--- src/sv/wsd_pkg.sv ---
`timescale 1ns / 1ps

package wsd_pkg;

  localparam int DEPTH = 64;
  localparam int AW    = $clog2(DEPTH);
  localparam int PW    = AW + 1;
  localparam int DW    = 32;
  localparam int OCC_W = 7;
  localparam int REQ_W = 2;

  localparam logic [REQ_W-1:0] REQ_PUSH  = 2'd0;
  localparam logic [REQ_W-1:0] REQ_TAKE  = 2'd1;
  localparam logic [REQ_W-1:0] REQ_STEAL = 2'd2;
  localparam logic [REQ_W-1:0] REQ_NONE  = 2'd3;

  typedef struct packed {
    logic          ok;
    logic          rd_en;
    logic          wr_en;
    logic [AW-1:0] addr;
    logic [PW-1:0] occ;
  } op_t;

endpackage

--- src/sv/wsd_ram.sv ---
`timescale 1ns / 1ps

module wsd_ram #(
  parameter int DW = 32,
  parameter int AW = 6
) (
  input  logic          clk,
  input  logic          wr_en,
  input  logic          rd_en,
  input  logic [AW-1:0] addr,
  input  logic [DW-1:0] wr_data,
  output logic [DW-1:0] rd_data
);

  localparam int NWORDS = 1 << AW;

  logic [DW-1:0] mem [NWORDS];
  logic [DW-1:0] rd_data_r;

  always_ff @(posedge clk) begin
    if (wr_en) begin
      mem[addr] <= wr_data;
    end
  end

  always_ff @(posedge clk) begin
    if (rd_en) begin
      rd_data_r <= mem[addr];
    end
  end

  assign rd_data = rd_data_r;

endmodule

--- src/sv/wsd_ptr.sv ---
`timescale 1ns / 1ps

module wsd_ptr (
  input  logic                      clk,
  input  logic                      rst_n,
  input  logic                      req_en,
  input  logic [wsd_pkg::REQ_W-1:0] req_type,
  output wsd_pkg::op_t              op
);

  logic [wsd_pkg::PW-1:0] bottom_r, bottom_nxt;
  logic [wsd_pkg::PW-1:0] top_r, top_nxt;
  logic [wsd_pkg::PW-1:0] cnt;
  logic [wsd_pkg::PW-1:0] pos;
  logic [wsd_pkg::PW-1:0] top_inc;
  logic                   empty;
  logic                   full;

  assign cnt     = bottom_r - top_r;
  assign pos     = bottom_r - wsd_pkg::PW'(1);
  assign top_inc = top_r + wsd_pkg::PW'(1);
  assign empty   = (cnt == '0);
  assign full    = (cnt == wsd_pkg::PW'(wsd_pkg::DEPTH));

  always_comb begin
    bottom_nxt = bottom_r;
    top_nxt    = top_r;
    op.ok      = 1'b0;
    op.rd_en   = 1'b0;
    op.wr_en   = 1'b0;
    op.addr    = bottom_r[wsd_pkg::AW-1:0];
    unique case (req_type)
      wsd_pkg::REQ_PUSH: begin
        if (!full) begin
          op.ok      = 1'b1;
          op.wr_en   = req_en;
          bottom_nxt = bottom_r + wsd_pkg::PW'(1);
        end
      end
      wsd_pkg::REQ_TAKE: begin
        op.addr = pos[wsd_pkg::AW-1:0];
        if (!empty) begin
          op.ok    = 1'b1;
          op.rd_en = req_en;
          // last word: both ends step past it
          if (cnt == wsd_pkg::PW'(1)) begin
            top_nxt    = top_inc;
            bottom_nxt = top_inc;
          end else begin
            bottom_nxt = pos;
          end
        end
      end
      wsd_pkg::REQ_STEAL: begin
        op.addr = top_r[wsd_pkg::AW-1:0];
        if (!empty) begin
          op.ok    = 1'b1;
          op.rd_en = req_en;
          top_nxt  = top_inc;
        end
      end
      default: begin
      end
    endcase
    op.occ = bottom_nxt - top_nxt;
  end

  always_ff @(posedge clk) begin
    if (!rst_n) begin
      bottom_r <= '0;
      top_r    <= '0;
    end else if (req_en) begin
      bottom_r <= bottom_nxt;
      top_r    <= top_nxt;
    end
  end

endmodule

--- src/sv/work_stealing_deque_unit.sv ---
`timescale 1ns / 1ps

// Double-ended work queue of 64 words: push and take work at the bottom end,
// steal works at the top end. One request is accepted per cycle while the output
// is not stalled: the end pointers update and the slot memory reads the removed
// word as the request is taken, a result stage keeps its status, and an output
// register holds the result until it is taken. A push to a full queue and a take
// or steal from an empty one report failure and change nothing. An unused
// request code reports failure and the current count. Slots need no clearing
// after reset, only words that were pushed are ever read back.
module work_stealing_deque_unit (
  input  logic        clk,
  input  logic        rst_n,
  input  logic        in_tvalid,
  output logic        in_tready,
  input  logic [31:0] in_tdata,   // push_value
  input  logic [1:0]  in_tuser,   // req_type
  output logic        out_tvalid,
  input  logic        out_tready,
  output logic [39:0] out_tdata   // success, removed_value, occupancy
);

  wsd_pkg::op_t op;

  logic                   in_acc;
  logic                   s1_adv;
  logic                   s1_valid_r;
  logic                   s1_ok_r;
  logic                   s1_rm_r;
  logic [wsd_pkg::PW-1:0] s1_occ_r;
  logic [wsd_pkg::DW-1:0] rd_data;

  logic                      out_tvalid_r;
  logic                      out_ok_r;
  logic [wsd_pkg::DW-1:0]    out_val_r;
  logic [wsd_pkg::OCC_W-1:0] out_occ_r;

  assign s1_adv    = s1_valid_r && (!out_tvalid_r || out_tready);
  assign in_tready = !s1_valid_r || s1_adv;
  assign in_acc    = in_tvalid && in_tready;

  wsd_ptr u_ptr (
    .clk      (clk),
    .rst_n    (rst_n),
    .req_en   (in_acc),
    .req_type (in_tuser),
    .op       (op)
  );

  wsd_ram #(
    .DW (wsd_pkg::DW),
    .AW (wsd_pkg::AW)
  ) u_ram (
    .clk     (clk),
    .wr_en   (op.wr_en),
    .rd_en   (op.rd_en),
    .addr    (op.addr),
    .wr_data (in_tdata),
    .rd_data (rd_data)
  );

  always_ff @(posedge clk) begin
    if (!rst_n) begin
      s1_valid_r <= 1'b0;
    end else if (in_acc) begin
      s1_valid_r <= 1'b1;
    end else if (s1_adv) begin
      s1_valid_r <= 1'b0;
    end
  end

  always_ff @(posedge clk) begin
    if (in_acc) begin
      s1_ok_r  <= op.ok;
      s1_rm_r  <= op.rd_en;
      s1_occ_r <= op.occ;
    end
  end

  always_ff @(posedge clk) begin
    if (!rst_n) begin
      out_tvalid_r <= 1'b0;
    end else if (s1_adv) begin
      out_tvalid_r <= 1'b1;
    end else if (out_tready) begin
      out_tvalid_r <= 1'b0;
    end
  end

  always_ff @(posedge clk) begin
    if (s1_adv) begin
      out_ok_r  <= s1_ok_r;
      out_val_r <= s1_rm_r ? rd_data : '0;
      out_occ_r <= wsd_pkg::OCC_W'(s1_occ_r);
    end
  end

  assign out_tvalid = out_tvalid_r;
  assign out_tdata  = {out_occ_r, out_val_r, out_ok_r};

`ifndef ASSERT_OFF
  a_occ_bound: assert property (@(posedge clk) disable iff (!rst_n)
    out_tvalid |-> (out_tdata[39:33] <= 7'(wsd_pkg::DEPTH)))
    else $error("occupancy above depth");

  a_fail_zero: assert property (@(posedge clk) disable iff (!rst_n)
    (out_tvalid && !out_tdata[0]) |-> (out_tdata[32:1] == '0))
    else $error("failed request carries a word");

  a_no_rw: assert property (@(posedge clk) disable iff (!rst_n)
    !(op.wr_en && op.rd_en))
    else $error("slot read and write in one cycle");

  a_rd_follows: assert property (@(posedge clk) disable iff (!rst_n)
    op.rd_en |=> (s1_valid_r && s1_rm_r))
    else $error("slot read without pending result");
`endif

endmodule

--- config.mk ---
export PLATFORM = sky130hd
export DESIGN_NAME = work_stealing_deque_unit
export DESIGN_NICKNAME = d
export VERILOG_FILES = /design/src/sv/wsd_pkg.sv /design/src/sv/wsd_ram.sv /design/src/sv/wsd_ptr.sv /design/src/sv/work_stealing_deque_unit.sv
export SDC_FILE = /design/constraint.sdc
export NUM_CORES = 2
export LEC_CHECK = 0
export ABC_CLOCK_PERIOD_IN_PS = 7300
export BUFFER_PORTS_ARGS = -buffer_cell sky130_fd_sc_hd__buf_4
export CORE_MARGIN = 2
export CORE_UTILIZATION = 48
export CTS_CLUSTER_DIAMETER = 200
export DETAILED_ROUTE_END_ITERATION = 8
export MAX_ROUTING_LAYER = met4
export SLEW_MARGIN = 30
export SYNTH_ARGS = -nofsm -noshare
export SYNTH_HDL_FRONTEND = slang
export SYNTH_SLANG_ARGS = --single-unit
export TNS_END_PERCENT = 50
--- constraint.sdc ---
create_clock -name clk -period 7.3 [get_ports clk]
set_input_delay 0.73 -clock clk [delete_from_list [all_inputs] [get_ports clk]]
set_output_delay 0.73 -clock clk [all_outputs]
set_load 0.005 [all_outputs]
# Word level (Yosys, flattened, before mapping)
# Memories as Yosys holds them, arrays and structs flattened. A register that Yosys moved wholly into a read port is not among the register bits.
# Index checks and enable logic that the tools add are counted.
# W data, S select, Z words.
# classes
n_addsub,5
n_eq_ne,4
mux,21
n_reduce_logical,11
# op_table
operator,n
$mux W7,6
$pmux W7 S2,2
$add A7 B1 Y7 const B,2
$sub A7 B7 Y7,2
$pmux W6 S2,1
$mux W1,10
$eq A7 B1 Y1 const B,1
$eq A7 B7 Y1 const B,1
$logic_not A7 Y1,1
$sub A7 B1 Y7 const B,1
$reduce_bool A2 Y1,2
$eq A2 B1 Y1 const B,1
$eq A2 B2 Y1 const B,1
$logic_and A1 B1 Y1,2
$logic_not A1 Y1,2
$logic_not A2 Y1,1
$logic_or A1 B1 Y1,2
$mux W2,1
$pmux W1 S2,1
$reduce_or A2 Y1,1
# word_totals
register_bits,65
ram_bits,2048
inputBits,38
memories,1
# mem_list
name,words,word_bits,rd,rd_ports_with_merged_regs,wr,line_no,text
u_ram.mem,64,32,1,1,1,wsd_ram.sv:17,logic [DW-1:0] mem [NWORDS];

# Depth between registers and ports, before layout
# logic_depth
word_depth,9
depth_mapped,21

# By module
# From an unflattened synthesis, not the netlist that was laid out.
# hier_totals
hier_cells,4666
area_unflattened_um2,83477.6
# modules_own_cells
module,n_inst,cells_each,area_per_inst_um2,seq_area_each_um2
wsd_ram,1,4239,79248.5,62459.9
wsd_ptr,1,333,2391.0,280.3
work_stealing_deque_unit,1,94,1838.0,1511.4

# Worst setup path before layout
# Ideal clock, no wire load.
# synth_path
kind,input port to flip-flop
start,input in_tuser[0]
end,"memory u_ram.mem[11][0], enable pin"
setup_ps,421
t_arrival_ps,4241
t_required_ps,6879
slack_ps,2638
stages,11
path_buffers,3
path_cell_list,inv_1 > ha_1 > buf_4 > inv_1 > o21ai_2 > nand2_2 > nor2_1 > buf_2 > buf_1 > nand2_1 > nor2_1
# synth_via
elab_chain_len,4
# synth_lines
item,line_no,text
start: declaration,work_stealing_deque_unit.sv:17,"input logic [1:0] in_tuser,"
$logic_not A2 Y1,wsd_ptr.sv:32,unique case (req_type)
$mux W1,wsd_ptr.sv:32,
$mux W1,wsd_ram.sv:21,if (wr_en) begin
$mux W1 (implied by the code),wsd_ram.sv:22,mem[addr] <= wr_data;
end: declaration,wsd_ram.sv:17,
# Several ways; a longest one is shown, not always the timed one.

# Final worst setup path
# layout_path
start,register u_ptr.bottom_r[0] (netlist bit)
end,"memory u_ram.mem[49][23], enable pin"
# layout_via
elab_chain_len,6
# layout_lines
item,line_no,text
start: declaration,wsd_ptr.sv:11,"logic [wsd_pkg::PW-1:0] bottom_r, bottom_nxt;"
start signal: assignment,wsd_ptr.sv:73,bottom_r <= bottom_nxt;
$sub A7 B7 Y7,wsd_ptr.sv:19,assign cnt = bottom_r - top_r;
$eq A7 B7 Y1,wsd_ptr.sv:23,assign full = (cnt == wsd_pkg::PW'(wsd_pkg::DEPTH));
$mux W1,wsd_ptr.sv:34,if (!full) begin
$mux W1,wsd_ptr.sv:32,
$mux W1,wsd_ram.sv:21,
$mux W1 (implied by the code),wsd_ram.sv:22,
# Several ways; a longest one is shown, not always the timed one.

==> load_flow_metrics.sql <==
INSERT INTO impl_metrics (metric_group, metric, value, unit) VALUES
('global_route', 'grt_first_pass_wirelength', '384000', 'um'),
('drt', 'drc', '2', ''),
('logic_synthesis', 'postSynthCellCount', '5082', ''),
('logic_synthesis', 'postSynthNetCount', '5141', ''),
('drt', 'initialDrtViolationCount', '8749', ''),
('outcome', 'status', 'finished with violations', ''),
('critical_path', 'cpMaxStageDelayCell', 'sky130_fd_sc_hd__nor2_4', ''),
('drt', 'dr_total_vias', '51600', ''),
('outcome', 'failed_checks', 'design-rule violations', ''),
('power', 'power-per-cell-area', '295', 'mW/mm2'),
('critical_path', 'critical_path_startpoint_category', 'register', ''),
('finish', 'multi_input_comb_area', '0.0171', 'mm2'),
('finish', 'leading_cell_type_in_the_layout_fill_and_taps_excluded', 'sky130_fd_sc_hd__edfxtp_1', ''),
('sta', 'whs', '160', 'ps'),
('global_route', 'groute.layer.met2.usage', '47.7', '%'),
('drt', 'postRouteAntennaNets', '0', ''),
('floorplanning', 'dieArea', '0.175', 'mm2'),
('logic_synthesis', 'synth_edf_count', '2129', ''),
('logic_synthesis', 'number_of_warning_messages_in_the_yosys_log', '0', ''),
('floorplanning', 'top_level_ports', '80', ''),
('cts', 'cts.hold.buffers_added', '0', ''),
('finish', 'area.growth.synth_to_final', '14.3', '%'),
('sta', 'final-setup-viol-count', '0', ''),
('logic_synthesis', 'yosysSeqAreaShare', '78.1', '%'),
('cts', 'numCtsBuffers', '208', ''),
('cts', 'post_cts_resize_count', '0', ''),
('finish', 'post-route-cell-area', '0.0940', 'mm2'),
('logic_synthesis', 'synth.lib_cells_used.distinct', '89', ''),
('finish', 'fillers', '13100', ''),
('drt', 'avgViaCountPerCell', '6.70', ''),
('finish', 'post_route_cells_drive_above_1_share', '14.9', '%'),
('cts', 'clk_pin_slew', '60', 'ps'),
('sta', 'timing.fmax', '185', 'MHz'),
('power', 'power.ir.vdd_worst', '0.264', 'mV'),
('cts', 'cts.path.max_buffers', '3', ''),
('floorplanning', 'initial_util', '48.4', '%'),
('logic_synthesis', 'synthArstFlopShare', '0', '%'),
('flow_run', 'drv_cap', '0', ''),
('sta', 'maxSlewViolCount', '0', ''),
('critical_path', 'reg2regPathDepth', '14', ''),
('power', 'internal', '20.5', 'mW'),
('global_route', 'met1_usage', '44.7', '%'),
('critical_path', 'reg2reg_to', 'u_ram.mem[49][23]', ''),
('drt', 'route.detailed.wl_per_inst', '36.2', 'um'),
('critical_path', 'worst-endpoint-arrival', '5960', 'ps'),
('power', 'pwr-share-comb', '12.8', '%'),
('critical_path', 'crit_path_cell_trace', 'inv_1, ha_1, fa_1, nand2b_1, a21oi_1, o32ai_1, o21ai_0, a21oi_2, nand2b_1, nor2_1, buf_4, nand2_1, nor2_4, buf_4', ''),
('logic_synthesis', 'yosys_reg_bits', '2145', ''),
('power', 'power.share.sequential', '49.5', '%'),
('drt', 'route.final.wire_length', '280000', 'um'),
('worst_hold_path', 'hold_path_startpoint', 'in_tvalid', ''),
('sta', 'fin_setup_tns', '0', 'ps'),
('finish', 'final_design_utilization', '55.4', '%'),
('power', 'power.switching', '7.31', 'mW'),
('sta', 'grt_setup_unrepaired', 'no', ''),
('global_route', 'grt_overflow', '0', ''),
('critical_path', 'worst-r2r-setup-slack', '1900', 'ps'),
('sta', 'finalWorstPathRequiredPeriod', '5400', 'ps'),
('placed_design', 'numPortBuffers', '79', ''),
('logic_synthesis', 'synth-main-ff-cell', 'sky130_fd_sc_hd__edfxtp_1', ''),
('sta', 'timing.final.crit_share', '73.9', '%'),
('sta', 'hold_violations', '0', ''),
('sta', 'slew-limit-headroom', '28.5', '%'),
('critical_path', 'crit_path_required_time', '7860', 'ps'),
('finish', 'finish.net_count', '5363', ''),
('floorplanning', 'die-width', '418', 'um'),
('placed_design', 'dpl-instance-area', '0.0875', 'mm2'),
('cts', 'htree_levels', '4', ''),
('logic_synthesis', 'syn_avg_cell_area', '16.2', 'um2'),
('placed_design', 'gp_congestion', '0.896', ''),
('cts', 'clock-sinks', '2145', '');
## registers in the layout, indices dropped and copies added, names as in the netlist
register,flops
u_ptr.top_r,7
s1_rm_r,1
out_val_r,32
out_tvalid,1
s1_valid_r,1
out_occ_r,7
u_ram.rd_data,32
s1_ok_r,1
s1_occ_r,7
u_ptr.bottom_r,7
out_ok_r,1
u_ram.mem,2048
## how the worst max path moves through the flow
stage | start | end | depth (start not counted)
2_1_floorplan | in_tuser[0] | u_ram.mem[11][0] | 11
3_3_place_gp | u_ptr.bottom_r[0] | s1_occ_r[6] | 19
3_5_place_dp | u_ptr.bottom_r[0] | u_ram.mem[49][5] | 14
4_1_cts | u_ptr.bottom_r[0] | u_ram.mem[49][17] | 14
5_1_grt | u_ptr.bottom_r[0] | s1_occ_r[6] | 20
6_report | u_ptr.bottom_r[0] | u_ram.mem[49][23] | 14
## cells in the mapped netlist, drive strengths merged, types with 8 or more instances
master	number	area share, %
mux2i	38	0.46
xnor2	9	0.096
a21oi	436	2.7
nor3	26	0.17
o2111ai	10	0.11
o22ai	54	0.41
nor2	157	0.73
a211oi	116	1.1
a221o	16	0.19
o221ai	24	0.26
nand4	23	0.17
a22oi	297	2.7
and2	35	0.27
dfxtp	16	0.39
a31oi	34	0.30
edfxtp	2129	78
ha	19	0.29
a22o	72	0.77
nand2b	9	0.078
buf	233	1.5
nand2	648	3.0
mux4	52	1.4
nor2b	8	0.061
inv	24	0.11
a221oi	148	1.6
o21ai	108	0.67
o211ai	19	0.19
nor4	9	0.10
a222oi	25	0.30
nand3	61	0.37
mux2	17	0.24
clkbuf	96	0.44
and3	9	0.068
or3	8	0.061
## worst max-delay path: cells and delay by family (launching register included)
kind / cells / cell delay (ps)
buf+inv: 3 / 770
compound gates: 4 / 870
fa+ha+maj: 2 / 690
simple gates: 5 / 2310
flops: 1 / 490
## area by class of cell
cell class	count	area share, %
Timing Repair Buffer	341	3.52
Clock buffer	263	5.80
Clock inverter	129	1.16
Sequential cell	2145	68.3
Inverter	24	0.0958
Antenna cell	9	0.0239
Multi-Input combinational cell	2584	18.1
Tap cell	2218	2.95
## metal layers
metal | wire length [um] | up-vias | share of wire [%]
met5 | 0 | - | 0
met4 | 9340 | 0 | 3.3
met3 | 37000 | 553 | 13
met2 | 125000 | 3802 | 45
met1 | 108000 | 26500 | 39
li1 | - | 20800 | -
## power by group through the flow
stage / sequential (mW) / clock, mW / combinational (mW)
floorplan: 14.0 / 0 / 1.73
global placement: 14.0 / 0 / 3.42
detailed placement: 14.0 / 0 / 3.44
CTS: 13.7 / 10.5 / 3.45
global route: 13.8 / 11.0 / 3.67
finish: 13.8 / 10.5 / 3.56
## logic make-up after synthesis
| logic type | synth area share [%] |
|---|---|
| AOI/OAI and AO/OA | 12.0 |
| xor gates and xnor gates | 0.138 |
| adders and majority gates | 0.338 |
| buffers and inverters | 2.00 |
| DFF | 78.1 |
| muxes | 2.12 |
| and+or+nand+nor | 5.25 |
## metrics by stage
step | std cells | worst slack (ps) | total power, mW
6_report | 7713 | 1900 | 27.8
5_1_grt | 7710 | 1670 | 28.4
4_1_cts | 7702 | 1930 | 27.7
3_5_place_dp | 7310 | 1900 | 17.4
3_3_place_gp | 7307 | 1810 | 17.4
2_1_floorplan | 5082 | 2640 | 15.7
No activity file was read; power rests on OpenSTA's default activity.
